`src/rtl/lfpd_pkg.sv`:
```
package lfpd_pkg;

    localparam int NUM_LANES    = 8;
    localparam int SENSOR_COUNT = 8;
    localparam int MAX_DRIVE    = 150;

    localparam int WEIGHT_W = 8;
    localparam int SUM_W    = 11;
    localparam int CNT_W    = 4;
    localparam int POS_W    = 9;
    localparam int WORD_W   = 16;
    localparam int CFG_W    = 64;
    localparam int CFG_IDX_W = 4;

    localparam int DIV_BITS      = 12;
    localparam int DIV_STEP_BITS = 3;
    localparam int DIV_PASSES    = DIV_BITS / DIV_STEP_BITS;
    localparam int DIV_PASS_W    = $clog2(DIV_PASSES);

    typedef enum logic [CFG_IDX_W-1:0] {
        CFG_GAIN_P      = 4'd0,
        CFG_GAIN_D      = 4'd1,
        CFG_TARGET      = 4'd2,
        CFG_BASE_SPEED  = 4'd3,
        CFG_TURN_SPEED  = 4'd4,
        CFG_TURN_THRESH = 4'd5,
        CFG_LOST_ERROR  = 4'd6,
        CFG_WEIGHTS     = 4'd7
    } t_cfg_reg;

    typedef enum logic [2:0] {
        S_IDLE,
        S_SUM,
        S_CHK,
        S_DIV,
        S_PD,
        S_OUT
    } t_state;

    typedef struct packed {
        logic                       active;
        logic signed [WEIGHT_W-1:0] contrib;
    } t_lane;

    typedef struct packed {
        logic             neg;
        logic [SUM_W-1:0] mag;
        logic [CNT_W-1:0] cnt;
    } t_merge;

    typedef struct packed {
        logic [7:0] mag;
        logic       rev;
    } t_drive;

    function automatic t_drive clamp_drive(input logic signed [WORD_W-1:0] v);
        t_drive d;
        logic signed [WORD_W-1:0] lim;
        lim = WORD_W'(MAX_DRIVE);
        if (!v[WORD_W-1]) begin
            d.rev = 1'b0;
            d.mag = (v > lim) ? 8'(MAX_DRIVE) : v[7:0];
        end else begin
            d.rev = 1'b1;
            d.mag = (v < -lim) ? 8'(MAX_DRIVE) : 8'(-v);
        end
        return d;
    endfunction

endpackage

```
`src/rtl/lfpd_lane.sv`:
```
module lfpd_lane (
    input  logic                                i_enable,
    input  logic                                i_sensor,
    input  logic [lfpd_pkg::WEIGHT_W-1:0]       i_weight,
    output lfpd_pkg::t_lane                     o_lane
);

    always_comb begin
        o_lane.active  = i_enable & i_sensor;
        o_lane.contrib = o_lane.active ? $signed(i_weight) : '0;
    end

endmodule

```
`src/rtl/lfpd_merge.sv`:
```
module lfpd_merge (
    input  logic                                   i_clk,
    input  logic                                   i_load,
    input  lfpd_pkg::t_lane [lfpd_pkg::NUM_LANES-1:0] i_lanes,
    output lfpd_pkg::t_merge                       o_merge
);

    logic signed [lfpd_pkg::SUM_W-1:0] n_sum;
    logic [lfpd_pkg::CNT_W-1:0]        n_cnt;
    lfpd_pkg::t_merge                  r_merge;

    always_comb begin
        n_sum = '0;
        n_cnt = '0;
        for (int i = 0; i < lfpd_pkg::NUM_LANES; i++) begin
            n_sum = n_sum + lfpd_pkg::SUM_W'(i_lanes[i].contrib);
            n_cnt = n_cnt + lfpd_pkg::CNT_W'(i_lanes[i].active);
        end
    end

    always_ff @(posedge i_clk) begin
        if (i_load) begin
            r_merge.neg <= n_sum[lfpd_pkg::SUM_W-1];
            r_merge.mag <= n_sum[lfpd_pkg::SUM_W-1] ? lfpd_pkg::SUM_W'(-n_sum)
                                                    : lfpd_pkg::SUM_W'(n_sum);
            r_merge.cnt <= n_cnt;
        end
    end

    assign o_merge = r_merge;

endmodule

```
`src/rtl/lfpd_div.sv`:
```
module lfpd_div (
    input  logic                               i_clk,
    input  logic                               i_rst_n,
    input  logic                               i_start,
    input  logic [lfpd_pkg::SUM_W-1:0]         i_dividend,
    input  logic [lfpd_pkg::CNT_W-1:0]         i_divisor,
    input  logic                               i_neg,
    output logic                               o_done,
    output logic signed [lfpd_pkg::POS_W-1:0]  o_quot
);

    logic                            r_busy;
    logic                            r_done;
    logic [lfpd_pkg::DIV_PASS_W-1:0] r_pass;
    logic [lfpd_pkg::DIV_BITS-1:0]   r_num;
    logic [lfpd_pkg::DIV_BITS-1:0]   r_quot;
    logic [lfpd_pkg::CNT_W-1:0]      r_rem;
    logic [lfpd_pkg::CNT_W-1:0]      r_div;
    logic                            r_neg;

    logic [lfpd_pkg::DIV_BITS-1:0]   n_num;
    logic [lfpd_pkg::DIV_BITS-1:0]   n_quot;
    logic [lfpd_pkg::CNT_W-1:0]      n_rem;
    logic [lfpd_pkg::CNT_W:0]        w_trial;
    logic [lfpd_pkg::DIV_BITS-1:0]   w_qneg;

    // restoring division, DIV_STEP_BITS quotient bits per cycle
    always_comb begin
        n_num  = r_num;
        n_quot = r_quot;
        n_rem  = r_rem;
        w_trial = '0;
        for (int k = 0; k < lfpd_pkg::DIV_STEP_BITS; k++) begin
            w_trial = {n_rem, n_num[lfpd_pkg::DIV_BITS-1]};
            n_num   = {n_num[lfpd_pkg::DIV_BITS-2:0], 1'b0};
            if (w_trial >= {1'b0, r_div}) begin
                n_rem  = lfpd_pkg::CNT_W'(w_trial - {1'b0, r_div});
                n_quot = {n_quot[lfpd_pkg::DIV_BITS-2:0], 1'b1};
            end else begin
                n_rem  = w_trial[lfpd_pkg::CNT_W-1:0];
                n_quot = {n_quot[lfpd_pkg::DIV_BITS-2:0], 1'b0};
            end
        end
    end

    always_ff @(posedge i_clk) begin
        if (!i_rst_n) begin
            r_busy <= 1'b0;
            r_done <= 1'b0;
            r_pass <= '0;
        end else begin
            r_done <= 1'b0;
            if (i_start) begin
                r_busy <= 1'b1;
                r_pass <= '0;
            end else if (r_busy) begin
                r_pass <= r_pass + 1'b1;
                if (r_pass == lfpd_pkg::DIV_PASS_W'(lfpd_pkg::DIV_PASSES - 1)) begin
                    r_busy <= 1'b0;
                    r_done <= 1'b1;
                end
            end
        end
    end

    always_ff @(posedge i_clk) begin
        if (i_start) begin
            r_num  <= lfpd_pkg::DIV_BITS'(i_dividend);
            r_quot <= '0;
            r_rem  <= '0;
            r_div  <= i_divisor;
            r_neg  <= i_neg;
        end else if (r_busy) begin
            r_num  <= n_num;
            r_quot <= n_quot;
            r_rem  <= n_rem;
        end
    end

    assign w_qneg = r_neg ? -r_quot : r_quot;
    assign o_quot = $signed(w_qneg[lfpd_pkg::POS_W-1:0]);
    assign o_done = r_done;

endmodule

```
`src/rtl/line_follow_pd_drive_top.sv`:
```
// Line follower PD drive controller.
// Input channel (i_valid/o_ready): one beat is one scan of eight line sensors.
// Output channel (o_valid/i_ready): one beat per scan with both motor drives
// (magnitude plus reverse flag), the computed line position and a lost flag.
// Configuration: i_cfg_wr_en writes i_cfg_data into register i_cfg_index at
// the clock edge; indexes above 7 are ignored. Write only while idle.
// Steps on a line scan: lane sum, a check that also starts the divider, the
// divider (4 passes of 3 quotient bits, then the done flag), the PD multiply
// and the output register; when the line is lost the check bypasses the
// divider. One scan is in flight at a time: a new scan is accepted only
// after the previous result is loaded, and the input is ready again in the
// cycle after that load. A finished result waits in the output register;
// the next scan is accepted meanwhile and stalls in its final step only if
// the previous result has still not been taken. Reset (synchronous, active
// low) clears the FSM, configuration, divider control, output valid flag,
// position history and last error; datapath registers are not reset.
module line_follow_pd_drive_top (
    input  logic                               i_clk,
    input  logic                               i_rst_n,
    input  logic                               i_cfg_wr_en,
    input  logic [lfpd_pkg::CFG_IDX_W-1:0]     i_cfg_index,
    input  logic [lfpd_pkg::CFG_W-1:0]         i_cfg_data,
    input  logic                               i_valid,
    output logic                               o_ready,
    input  logic                               i_sensor_0,
    input  logic                               i_sensor_1,
    input  logic                               i_sensor_2,
    input  logic                               i_sensor_3,
    input  logic                               i_sensor_4,
    input  logic                               i_sensor_5,
    input  logic                               i_sensor_6,
    input  logic                               i_sensor_7,
    output logic                               o_valid,
    input  logic                               i_ready,
    output logic [7:0]                         o_left_drive,
    output logic                               o_left_reverse,
    output logic [7:0]                         o_right_drive,
    output logic                               o_right_reverse,
    output logic signed [lfpd_pkg::POS_W-1:0]  o_line_position,
    output logic                               o_line_lost
);

    localparam int W = lfpd_pkg::WORD_W;

    logic [7:0]                         r_gain_p;
    logic [7:0]                         r_gain_d;
    logic [7:0]                         r_target;
    logic [7:0]                         r_base_speed;
    logic [7:0]                         r_turn_speed;
    logic [7:0]                         r_turn_thresh;
    logic [7:0]                         r_lost_error;
    logic [lfpd_pkg::CFG_W-1:0]         r_weights;

    lfpd_pkg::t_state                   r_state, n_state;
    logic [lfpd_pkg::NUM_LANES-1:0]     r_sens;
    logic signed [lfpd_pkg::POS_W-1:0]  r_pos;
    logic signed [lfpd_pkg::POS_W-1:0]  r_last_valid;
    logic                               r_lost;
    logic signed [W-1:0]                r_last_error;
    logic [W-1:0]                       r_up;
    logic [W-1:0]                       r_ud;
    logic [7:0]                         r_speed;
    logic                               r_out_valid;
    lfpd_pkg::t_drive                   r_left, r_right;
    logic signed [lfpd_pkg::POS_W-1:0]  r_out_pos;
    logic                               r_out_lost;

    lfpd_pkg::t_lane [lfpd_pkg::NUM_LANES-1:0] w_lanes;
    lfpd_pkg::t_merge                   w_merge;
    logic                               w_div_start;
    logic                               w_div_done;
    logic signed [lfpd_pkg::POS_W-1:0]  w_quot;
    logic                               w_load_out;
    logic signed [lfpd_pkg::POS_W-1:0]  w_lost_pos;
    logic signed [W-1:0]                w_err;
    logic [W-1:0]                       w_derr;
    logic [W+7:0]                       w_up_full;
    logic [W+7:0]                       w_ud_full;
    logic [lfpd_pkg::POS_W-1:0]         w_apos;
    logic [W-1:0]                       w_u;
    logic signed [W-1:0]                w_left, w_right;

    // configuration
    always_ff @(posedge i_clk) begin
        if (!i_rst_n) begin
            r_gain_p      <= '0;
            r_gain_d      <= '0;
            r_target      <= '0;
            r_base_speed  <= '0;
            r_turn_speed  <= '0;
            r_turn_thresh <= '0;
            r_lost_error  <= '0;
            r_weights     <= '0;
        end else if (i_cfg_wr_en) begin
            unique case (i_cfg_index)
                lfpd_pkg::CFG_GAIN_P:      r_gain_p      <= i_cfg_data[7:0];
                lfpd_pkg::CFG_GAIN_D:      r_gain_d      <= i_cfg_data[7:0];
                lfpd_pkg::CFG_TARGET:      r_target      <= i_cfg_data[7:0];
                lfpd_pkg::CFG_BASE_SPEED:  r_base_speed  <= i_cfg_data[7:0];
                lfpd_pkg::CFG_TURN_SPEED:  r_turn_speed  <= i_cfg_data[7:0];
                lfpd_pkg::CFG_TURN_THRESH: r_turn_thresh <= i_cfg_data[7:0];
                lfpd_pkg::CFG_LOST_ERROR:  r_lost_error  <= i_cfg_data[7:0];
                lfpd_pkg::CFG_WEIGHTS:     r_weights     <= i_cfg_data;
                default: ;
            endcase
        end
    end

    // sensor lanes
    genvar g;
    generate
        for (g = 0; g < lfpd_pkg::NUM_LANES; g++) begin : g_lane
            lfpd_lane u_lane (
                .i_enable (g < lfpd_pkg::SENSOR_COUNT),
                .i_sensor (r_sens[g]),
                .i_weight (r_weights[g*lfpd_pkg::WEIGHT_W +: lfpd_pkg::WEIGHT_W]),
                .o_lane   (w_lanes[g])
            );
        end
    endgenerate

    lfpd_merge u_merge (
        .i_clk   (i_clk),
        .i_load  (r_state == lfpd_pkg::S_SUM),
        .i_lanes (w_lanes),
        .o_merge (w_merge)
    );

    assign w_div_start = (r_state == lfpd_pkg::S_CHK) && (w_merge.cnt != '0);

    lfpd_div u_div (
        .i_clk      (i_clk),
        .i_rst_n    (i_rst_n),
        .i_start    (w_div_start),
        .i_dividend (w_merge.mag),
        .i_divisor  (w_merge.cnt),
        .i_neg      (w_merge.neg),
        .o_done     (w_div_done),
        .o_quot     (w_quot)
    );

    // FSM
    always_ff @(posedge i_clk) begin
        if (!i_rst_n) begin
            r_state <= lfpd_pkg::S_IDLE;
        end else begin
            r_state <= n_state;
        end
    end

    always_comb begin
        n_state    = r_state;
        o_ready    = 1'b0;
        w_load_out = 1'b0;
        unique case (r_state)
            lfpd_pkg::S_IDLE: begin
                o_ready = 1'b1;
                if (i_valid) begin
                    n_state = lfpd_pkg::S_SUM;
                end
            end
            lfpd_pkg::S_SUM: n_state = lfpd_pkg::S_CHK;
            lfpd_pkg::S_CHK: begin
                n_state = (w_merge.cnt == '0) ? lfpd_pkg::S_PD : lfpd_pkg::S_DIV;
            end
            lfpd_pkg::S_DIV: begin
                if (w_div_done) begin
                    n_state = lfpd_pkg::S_PD;
                end
            end
            lfpd_pkg::S_PD: n_state = lfpd_pkg::S_OUT;
            lfpd_pkg::S_OUT: begin
                if (!r_out_valid || i_ready) begin
                    w_load_out = 1'b1;
                    n_state    = lfpd_pkg::S_IDLE;
                end
            end
            default: n_state = lfpd_pkg::S_IDLE;
        endcase
    end

    // position
    assign w_lost_pos = (r_last_valid > 0) ? $signed({1'b0, r_lost_error})
                                           : -$signed({1'b0, r_lost_error});

    always_ff @(posedge i_clk) begin
        if (!i_rst_n) begin
            r_last_valid <= '0;
        end else if ((r_state == lfpd_pkg::S_DIV) && w_div_done) begin
            r_last_valid <= w_quot;
        end
    end

    always_ff @(posedge i_clk) begin
        if ((r_state == lfpd_pkg::S_IDLE) && i_valid) begin
            r_sens <= {i_sensor_7, i_sensor_6, i_sensor_5, i_sensor_4,
                       i_sensor_3, i_sensor_2, i_sensor_1, i_sensor_0};
        end
        if ((r_state == lfpd_pkg::S_CHK) && (w_merge.cnt == '0)) begin
            r_pos  <= w_lost_pos;
            r_lost <= 1'b1;
        end else if ((r_state == lfpd_pkg::S_DIV) && w_div_done) begin
            r_pos  <= w_quot;
            r_lost <= 1'b0;
        end
    end

    // PD term
    assign w_err     = $signed({8'b0, r_target}) - $signed({{(W-lfpd_pkg::POS_W){r_pos[8]}}, r_pos});
    assign w_derr    = w_err - r_last_error;
    assign w_up_full = {{W{1'b0}}, r_gain_p} * {8'b0, w_err};
    assign w_ud_full = {{W{1'b0}}, r_gain_d} * {8'b0, w_derr};
    assign w_apos    = r_pos[lfpd_pkg::POS_W-1] ? -r_pos : r_pos;

    always_ff @(posedge i_clk) begin
        if (!i_rst_n) begin
            r_last_error <= '0;
        end else if (r_state == lfpd_pkg::S_PD) begin
            r_last_error <= w_err;
        end
    end

    always_ff @(posedge i_clk) begin
        if (r_state == lfpd_pkg::S_PD) begin
            r_up    <= w_up_full[W-1:0];
            r_ud    <= w_ud_full[W-1:0];
            r_speed <= (w_apos[7:0] >= r_turn_thresh) ? r_turn_speed : r_base_speed;
        end
    end

    // drive mix and output register
    assign w_u     = r_up + r_ud;
    assign w_left  = $signed({8'b0, r_speed} + w_u);
    assign w_right = $signed({8'b0, r_speed} - w_u);

    always_ff @(posedge i_clk) begin
        if (!i_rst_n) begin
            r_out_valid <= 1'b0;
        end else if (w_load_out) begin
            r_out_valid <= 1'b1;
        end else if (i_ready) begin
            r_out_valid <= 1'b0;
        end
    end

    always_ff @(posedge i_clk) begin
        if (w_load_out) begin
            r_left     <= lfpd_pkg::clamp_drive(w_left);
            r_right    <= lfpd_pkg::clamp_drive(w_right);
            r_out_pos  <= r_pos;
            r_out_lost <= r_lost;
        end
    end

    assign o_valid         = r_out_valid;
    assign o_left_drive    = r_left.mag;
    assign o_left_reverse  = r_left.rev;
    assign o_right_drive   = r_right.mag;
    assign o_right_reverse = r_right.rev;
    assign o_line_position = r_out_pos;
    assign o_line_lost     = r_out_lost;

    a_drive_limit: assert property (@(posedge i_clk) disable iff (!i_rst_n)
        o_valid |-> (o_left_drive <= 8'(lfpd_pkg::MAX_DRIVE))
                 && (o_right_drive <= 8'(lfpd_pkg::MAX_DRIVE)))
        else $error("drive magnitude above limit");

    a_reverse_nonzero: assert property (@(posedge i_clk) disable iff (!i_rst_n)
        o_valid && (o_left_reverse || o_right_reverse) |->
            (!o_left_reverse || o_left_drive != '0)
         && (!o_right_reverse || o_right_drive != '0))
        else $error("reverse flag with zero magnitude");

    a_div_in_state: assert property (@(posedge i_clk) disable iff (!i_rst_n)
        w_div_done |-> r_state == lfpd_pkg::S_DIV)
        else $error("divider finished outside the divide step");

    a_out_from_last: assert property (@(posedge i_clk) disable iff (!i_rst_n)
        w_load_out |=> o_valid && r_state == lfpd_pkg::S_IDLE)
        else $error("result load did not present a beat");

endmodule
```
`config.mk`:
```
export PLATFORM = sky130hd
export DESIGN_NAME = line_follow_pd_drive_top
export DESIGN_NICKNAME = d
export VERILOG_FILES = /design/src/rtl/lfpd_pkg.sv /design/src/rtl/lfpd_lane.sv /design/src/rtl/lfpd_merge.sv /design/src/rtl/lfpd_div.sv /design/src/rtl/line_follow_pd_drive_top.sv
export SDC_FILE = /design/constraint.sdc
export NUM_CORES = 1
export LEC_CHECK = 0
export BUFFER_PORTS_ARGS = -buffer_cell sky130_fd_sc_hd__buf_2
export CAP_MARGIN = 20
export CORE_ASPECT_RATIO = 1.2
export CORE_UTILIZATION = 57
export CTS_CLUSTER_DIAMETER = 120
export CTS_CLUSTER_SIZE = 16
export DETAILED_ROUTE_END_ITERATION = 7
export GPL_TIMING_DRIVEN = 0
export PLACE_DENSITY = 0.8
export SYNTH_ARGS = -nofsm -noshare
export SYNTH_HDL_FRONTEND = slang
export SYNTH_SLANG_ARGS = --single-unit
```
`constraint.sdc`:
```
create_clock -name i_clk -period 7.15 [get_ports i_clk]
set_input_delay 0.715 -clock i_clk [delete_from_list [all_inputs] [get_ports i_clk]]
set_output_delay 0.715 -clock i_clk [all_outputs]
set_load 0.005 [all_outputs]
```
==> run metrics, run 1 <==
Ports=111; outcome=completed; Leak=10.4 nW; Core Area=37700 um^2; die area=39000 um^2; arrival time at the worst endpoint=7370 ps; WL final=49.1 mm; number of flops mapped to enable cells by yosys=117; Worst IR Drop VDD=312 uV; R2R Path End=r_ud[15]; final core utilization=64.0%; final hold viol count=0; gr usage total=25.6%; dpl ws=-1300 ps; crit-path max FO=8; min cycle time layout=7100 ps; FF/Latch Area=6760 um^2; WS Path Type=reg -> reg; Worst R2R Setup Slack=50 ps; Highest Clock Rate=141 MHz; CTS tree=built; final setup fails=0; H-Tree Depth=1; synthesized netlist cell count=2307; CP required=7420 ps; power per cell area=280 nW/um^2; clk sinks=279; Vias=16200; slew margin rel.=29.1%; Via density=5.48; first-pass GRT wire length=80.6 mm; area delta synth->final=10.8%; synthesized area=21800 um^2; share of layout cells above drive strength 1=10.1%; worst slew pin tran=1050 ps; area of the multi-input gates=13800 um^2; Fill cells=2964; wire length per cell=16.6 um; initial antenna violation count=6; most frequent cells in the layout=314 x nand2_1, 307 x inv_1, 174 x fa_1, 162 x dfxtp_1, 139 x ha_1; root buffer cell=clkbuf_16; Layout Cells excl Fill=2961; placed cells=2891; FF+latch count, synth=279; CTS Buffer Depth=3; clk slew on worst S/H paths=80 ps; row count=78; skew final=29.1 ps; worst setup margin=51.6 ps; Syn Nets=2711; warnings from Yosys=0; CTS Buf Count=21; First-pass DRT Iterations=5; R2R depth=25; Final HPWL DP=38.2 mm; async set-reset flop share out of synthesis=0%; ANT nets after route=0; startpoint types=flip-flop; Hold Crit Class=in -> reg; later-pin clock latency in the skew report=540 ps; part of the cycle the worst path needs=99.3%; Top FF cell, synth=dfxtp_1; routability cong.=0.909; Critical Path End Type=flip-flop; Die Height=216 um; WHS Endpoint=r_sens[2]; WHS=349 ps; port bufs=101; global route overflow=0; chip width=180 um; worst r2r src=r_pos[0]; Slew Viols, Final=0; NumNets Final=2872; initial core utilization=57.8%; Avg Cell Area, Syn=9.43 um^2; Hold Path Stages=1; HP Start=i_sensor_2; unrepaired setup endpoints after global routing=true; largest net degree at the start of global routing=41; vias in the first global route=17000; Netlist cell types=71; Iter 0 DRT Violations=814; post-synthesis sequential area ratio=31.1%; DRC viols=0; commonest non-fill, non-tap cell in the layout=nand2_1; max-cap violation count=0
==> worst max path at each step <==
stage / end / cells after the start / from / slack (ps)
after global routing: r_ud[15] / 31 / r_pos[1] / -200
final: r_ud[15] / 25 / r_pos[0] / 50
after global placement: r_ud[15] / 28 / r_pos[1] / -1050
after CTS: r_ud[15] / 31 / r_pos[1] / 5
after floorplan: r_ud[15] / 28 / r_pos[1] / 80
after detailed placement: r_ud[15] / 28 / r_pos[1] / -1300
==> sequential cells by signal, indices dropped and copies added, names as in the netlist, 9 cells and up <==
register,flops
o_line_position,9
u_merge.o_merge,16
u_div.r_quot,9
r_ud,16
r_last_valid,9
u_div.r_num,12
r_weights,64
r_up,16
r_pos,9
r_last_error,10
==> final cells by class <==
type / instances / share of cell area [%]
plain buffers: 88 / 1.38
diodes: 2 / 0.0208
repair buffers: 138 / 3.36
clock inverters: 1 / 0.0467
inverters: 313 / 4.87
clock buffers: 33 / 2.37
flip-flops and latches: 279 / 28.0
multi-input cells: 1627 / 57.4
well taps: 480 / 2.49
==> cell families (layout without fill, tap and decap cells) <==
logic type,count (synthesis),in the layout,share of synthesized area (%)
simple gates,718,718,16.1
buf+inv,401,573,6.92
compound gates,353,353,11.1
fa+ha+maj,323,323,24.7
flops,279,279,31.1
xor+xnor,135,135,5.50
mux,98,98,4.63
other cells,0,2,0
==> metal layers <==
metal	track usage, %	routed length, um	up-vias
met2	49.4	26200	409
met4	12.5	2350	8
met3	3.54	2140	149
met5	0	50	-
met1	27.0	18400	7834
li1	-	-	7826
==> worst max-delay path, cell delays in order, from the launching register on <==
cell and delay, ps:
edfxtp_1 450, ha_2 240, fa_2 660, inv_2 80
ha_1 280, a21o_1 160, a21o_1 210, a21o_1 190
a21o_1 250, xor2_4 210, and2_1 200, fa_1 480
inv_1 50, fa_1 470, inv_1 60, fa_1 560
inv_1 70, fa_1 530, inv_1 40, ha_1 350
a21oi_2 150, o21bai_1 100, a21o_1 210, a41o_1 290
o41ai_4 380, xnor2_1 150
==> power breakdown <==
group | leakage [nW] | internal, mW | switching [mW]
Combinational | 7.76 | 1.39 | 2.14
Clock | 0.279 | 0.550 | 0.568
Sequential | 2.38 | 1.97 | 0.120
==> Yosys cell counts (all sizes together), types with 12 or more instances <==
cell,count,share of area [%]
nand2,314,5.4
inv,313,5.4
fa,177,16
dfxtp,162,15
ha,146,8.4
edfxtp,117,16
and2,99,2.9
nor2b,98,2.8
xnor2,92,3.7
clkbuf,83,1.4
nor2,80,1.4
a21oi,79,1.8
a21boi,77,2.7
mux2i,76,3.5
o21ai,56,1.3
xor2,43,1.8
a21o,35,1.2
nor3,25,0.60
mux2,22,1.1
nand2b,21,0.60
nand3,21,0.48
o21bai,16,0.55
o21a,13,0.45
o31ai,12,0.56
==> per-stage QoR <==
step | instance area (um^2) | setup TNS (ps) | power [mW]
2_1_floorplan | 21800 | 0 | 4.69
3_3_place_gp | 22900 | -3530 | 5.33
3_5_place_dp | 22900 | -4620 | 5.52
4_1_cts | 23800 | 0 | 6.69
5_1_grt | 24100 | -337 | 7.21
6_report | 24100 | 0 | 6.74
==> what timing repair did <==
| item | in CTS | in global routing |
|---|---|---|
| pin swaps | 12 | 34 |
| hold buffers | 0 | 0 |
| resized for setup | 30 | 31 |
| buffers inserted | 18 | 16 |
| setup endpoints to repair | 6 | 4 |
Note: power is estimated with default switching activity, not from simulation.
==> inputs of run 2 (changes only) <==
--- a/config.mk
+++ b/config.mk
@@ -8,7 +8,7 @@
 export BUFFER_PORTS_ARGS = -buffer_cell sky130_fd_sc_hd__buf_2
 export CAP_MARGIN = 20
 export CORE_ASPECT_RATIO = 1.2
-export CORE_UTILIZATION = 57
+export CORE_UTILIZATION = 60
 export CTS_CLUSTER_DIAMETER = 120
 export CTS_CLUSTER_SIZE = 16
 export DETAILED_ROUTE_END_ITERATION = 7
==> constraint.sdc (replaced) <==
create_clock -name i_clk -period 7.6 [get_ports i_clk]
set_input_delay 0.76 -clock i_clk [delete_from_list [all_inputs] [get_ports i_clk]]
set_output_delay 0.76 -clock i_clk [all_outputs]
set_load 0.005 [all_outputs]
==> run 2 against run 1 <==
- cell area down 1.3%
- sequential share of layout area up 0.36 points
- via count down 0.68%
- combinational power down 7.4%
- worst setup slack better by 190 ps
- worst hold slack better by 42 ps
- first-iteration DRC count down 5.5%
- utilization up 2.4 points
- clock skew down 18 ps
- routed wire length down 3.9%
- largest power group unchanged
==> run metrics, run 2 (same netlist as run 1, synthesis figures left out) <==
DRC viols=0; WL final=47.2 mm; Die Height=211 um; skew final=10.8 ps; Highest Clock Rate=136 MHz; First-pass DRT Iterations=5; Vias=16100; crit-path max FO=7; power per cell area=264 nW/um^2; most frequent cells in the layout=313 x nand2_1, 310 x inv_1, 176 x fa_1, 162 x dfxtp_1, 142 x ha_1; die area=37000 um^2; Core Area=35800 um^2; Slew Viols, Final=0; final setup fails=0; Critical Path Slowest Stage Cell=fa_1; Hold Crit Class=in -> reg; Iter 0 DRT Violations=769; total power=6.29 mW; worst slew pin tran=1060 ps; H-Tree Depth=1; met1 WL=17.9 mm; Critical Path Source=r_pos[2]; met3 wire length=1.86 mm; global route overflow=0; commonest non-fill, non-tap cell in the layout=nand2_1; met2 WL post-DR=25.4 mm; routability cong.=0.905; Worst R2R Setup Slack=240 ps; Worst IR Drop VDD=516 uV; gr usage total=26.1%; cts hold-fix bufs=0; arrival time at the worst endpoint=7650 ps; first-pass GRT wire length=77.6 mm; max layer used=met5; max reg flops=64; crit path to=r_ud[15]; setup TNS=0 ps; outcome=completed; later-pin clock latency in the skew report=540 ps; CTS tree=built; final hold viol count=0; root buffer cell=clkbuf_16; initial core utilization=60.7%; clk sinks=279; Final HPWL DP=37.3 mm; initial antenna violation count=4; Via density=5.50; port bufs=101; slew margin rel.=28.6%; Critical Path End Type=flip-flop; row count=76; CTS Buffer Depth=3; NumNets Final=2851; largest net degree at the start of global routing=41; area delta synth->final=9.38%; share of layout cells above drive strength 1=8.58%; clk slew on worst S/H paths=80 ps; WHS=391 ps; Leak=10.3 nW; ANT nets after route=0; Largest stage delay, worst path=550 ps; Largest Register=r_weights; Ports=111; R2R depth=29; Crit path top cell by count=fa_1; max-cap violation count=0; wire length per cell=16.1 um; final core utilization=66.4%; chip width=176 um; startpoint types=flip-flop; vias in the first global route=16600; CP required=7880 ps; min cycle time layout=7360 ps; R2R Path End=r_ud[15]; part of the cycle the worst path needs=96.9%; WS Path Type=reg -> reg; CTS Buf Count=21; worst r2r src=r_pos[2]
run 2: cell count changes in the layout (fill, tap and decap cells not counted), sizes merged:
cell | before | now
buf | 143 | 122
inv | 314 | 315
run 2: worst min-delay path by stage:
stage / startpoint / depth (start not counted) / endpoint / slack (ps)
final: i_sensor_6 / 1 / r_sens[6] / 390
after global routing: i_sensor_1 / 1 / r_sens[1] / 380
after CTS: i_sensor_5 / 1 / r_sens[5] / 380
after detailed placement: r_lost / 0 / o_line_lost / 420
after global placement: r_lost / 0 / o_line_lost / 410
after floorplan: u_merge.o_merge[15] / 0 / u_div.r_neg / 400
run 2: area by class of cell:
class | instances | area, um^2
clock inverter | 2 | 20.0
timing repair buffer | 117 | 659
multi-input combinational | 1627 | 13700
tap | 468 | 586
antenna | 2 | 5.00
fill | 2725 | 12000
sequential | 279 | 6760
clock buffer | 33 | 571
inverter | 313 | 1170
buffer | 88 | 333
run 2: repair_timing:
item / in CTS / in global routing
endpoints found under the hold margin: 0 / 0
setup endpoints to repair: 4 / 4
resized for setup: 9 / 26
pin swaps: 2 / 8
setup buffers: 3 / 9
run 2: per-stage QoR:
| step | setup slack [ps] | area (um^2) | instances |
|---|---|---|---|
| CTS | 9.30 | 23600 | 2918 |
| global route | -18.7 | 23800 | 2927 |
| floorplan | 528 | 21800 | 2307 |
| detailed placement | -815 | 22900 | 2880 |
| finish | 237 | 23800 | 2929 |
| global placement | -625 | 22900 | 2876 |
run 2: routing by layer:
layer / global-route usage (%) / up-vias
met4: 11.0 / 4
li1: - / 7806
met1: 28.6 / 7806
met2: 50.0 / 372
met5: 0 / -
met3: 3.11 / 128
run 2: where the power goes:
part | internal (mW) | total, mW | switching (mW) | leakage [nW]
Sequential | 1.86 | 1.97 | 0.114 | 2.38
Combinational | 1.27 | 3.27 | 1.99 | 7.64
Clock | 0.520 | 1.05 | 0.533 | 0.284
Total | 3.65 | 6.29 | 2.64 | 10.3
run 2: critical path, delay by kind of cell (launching register included):
kind            cells  cell delay [ps]
fa+ha+maj           7             2910
flops               1              420
buf+inv             5              550
xor+xnor            2              300
compound gates      9             2160
simple gates        6              760
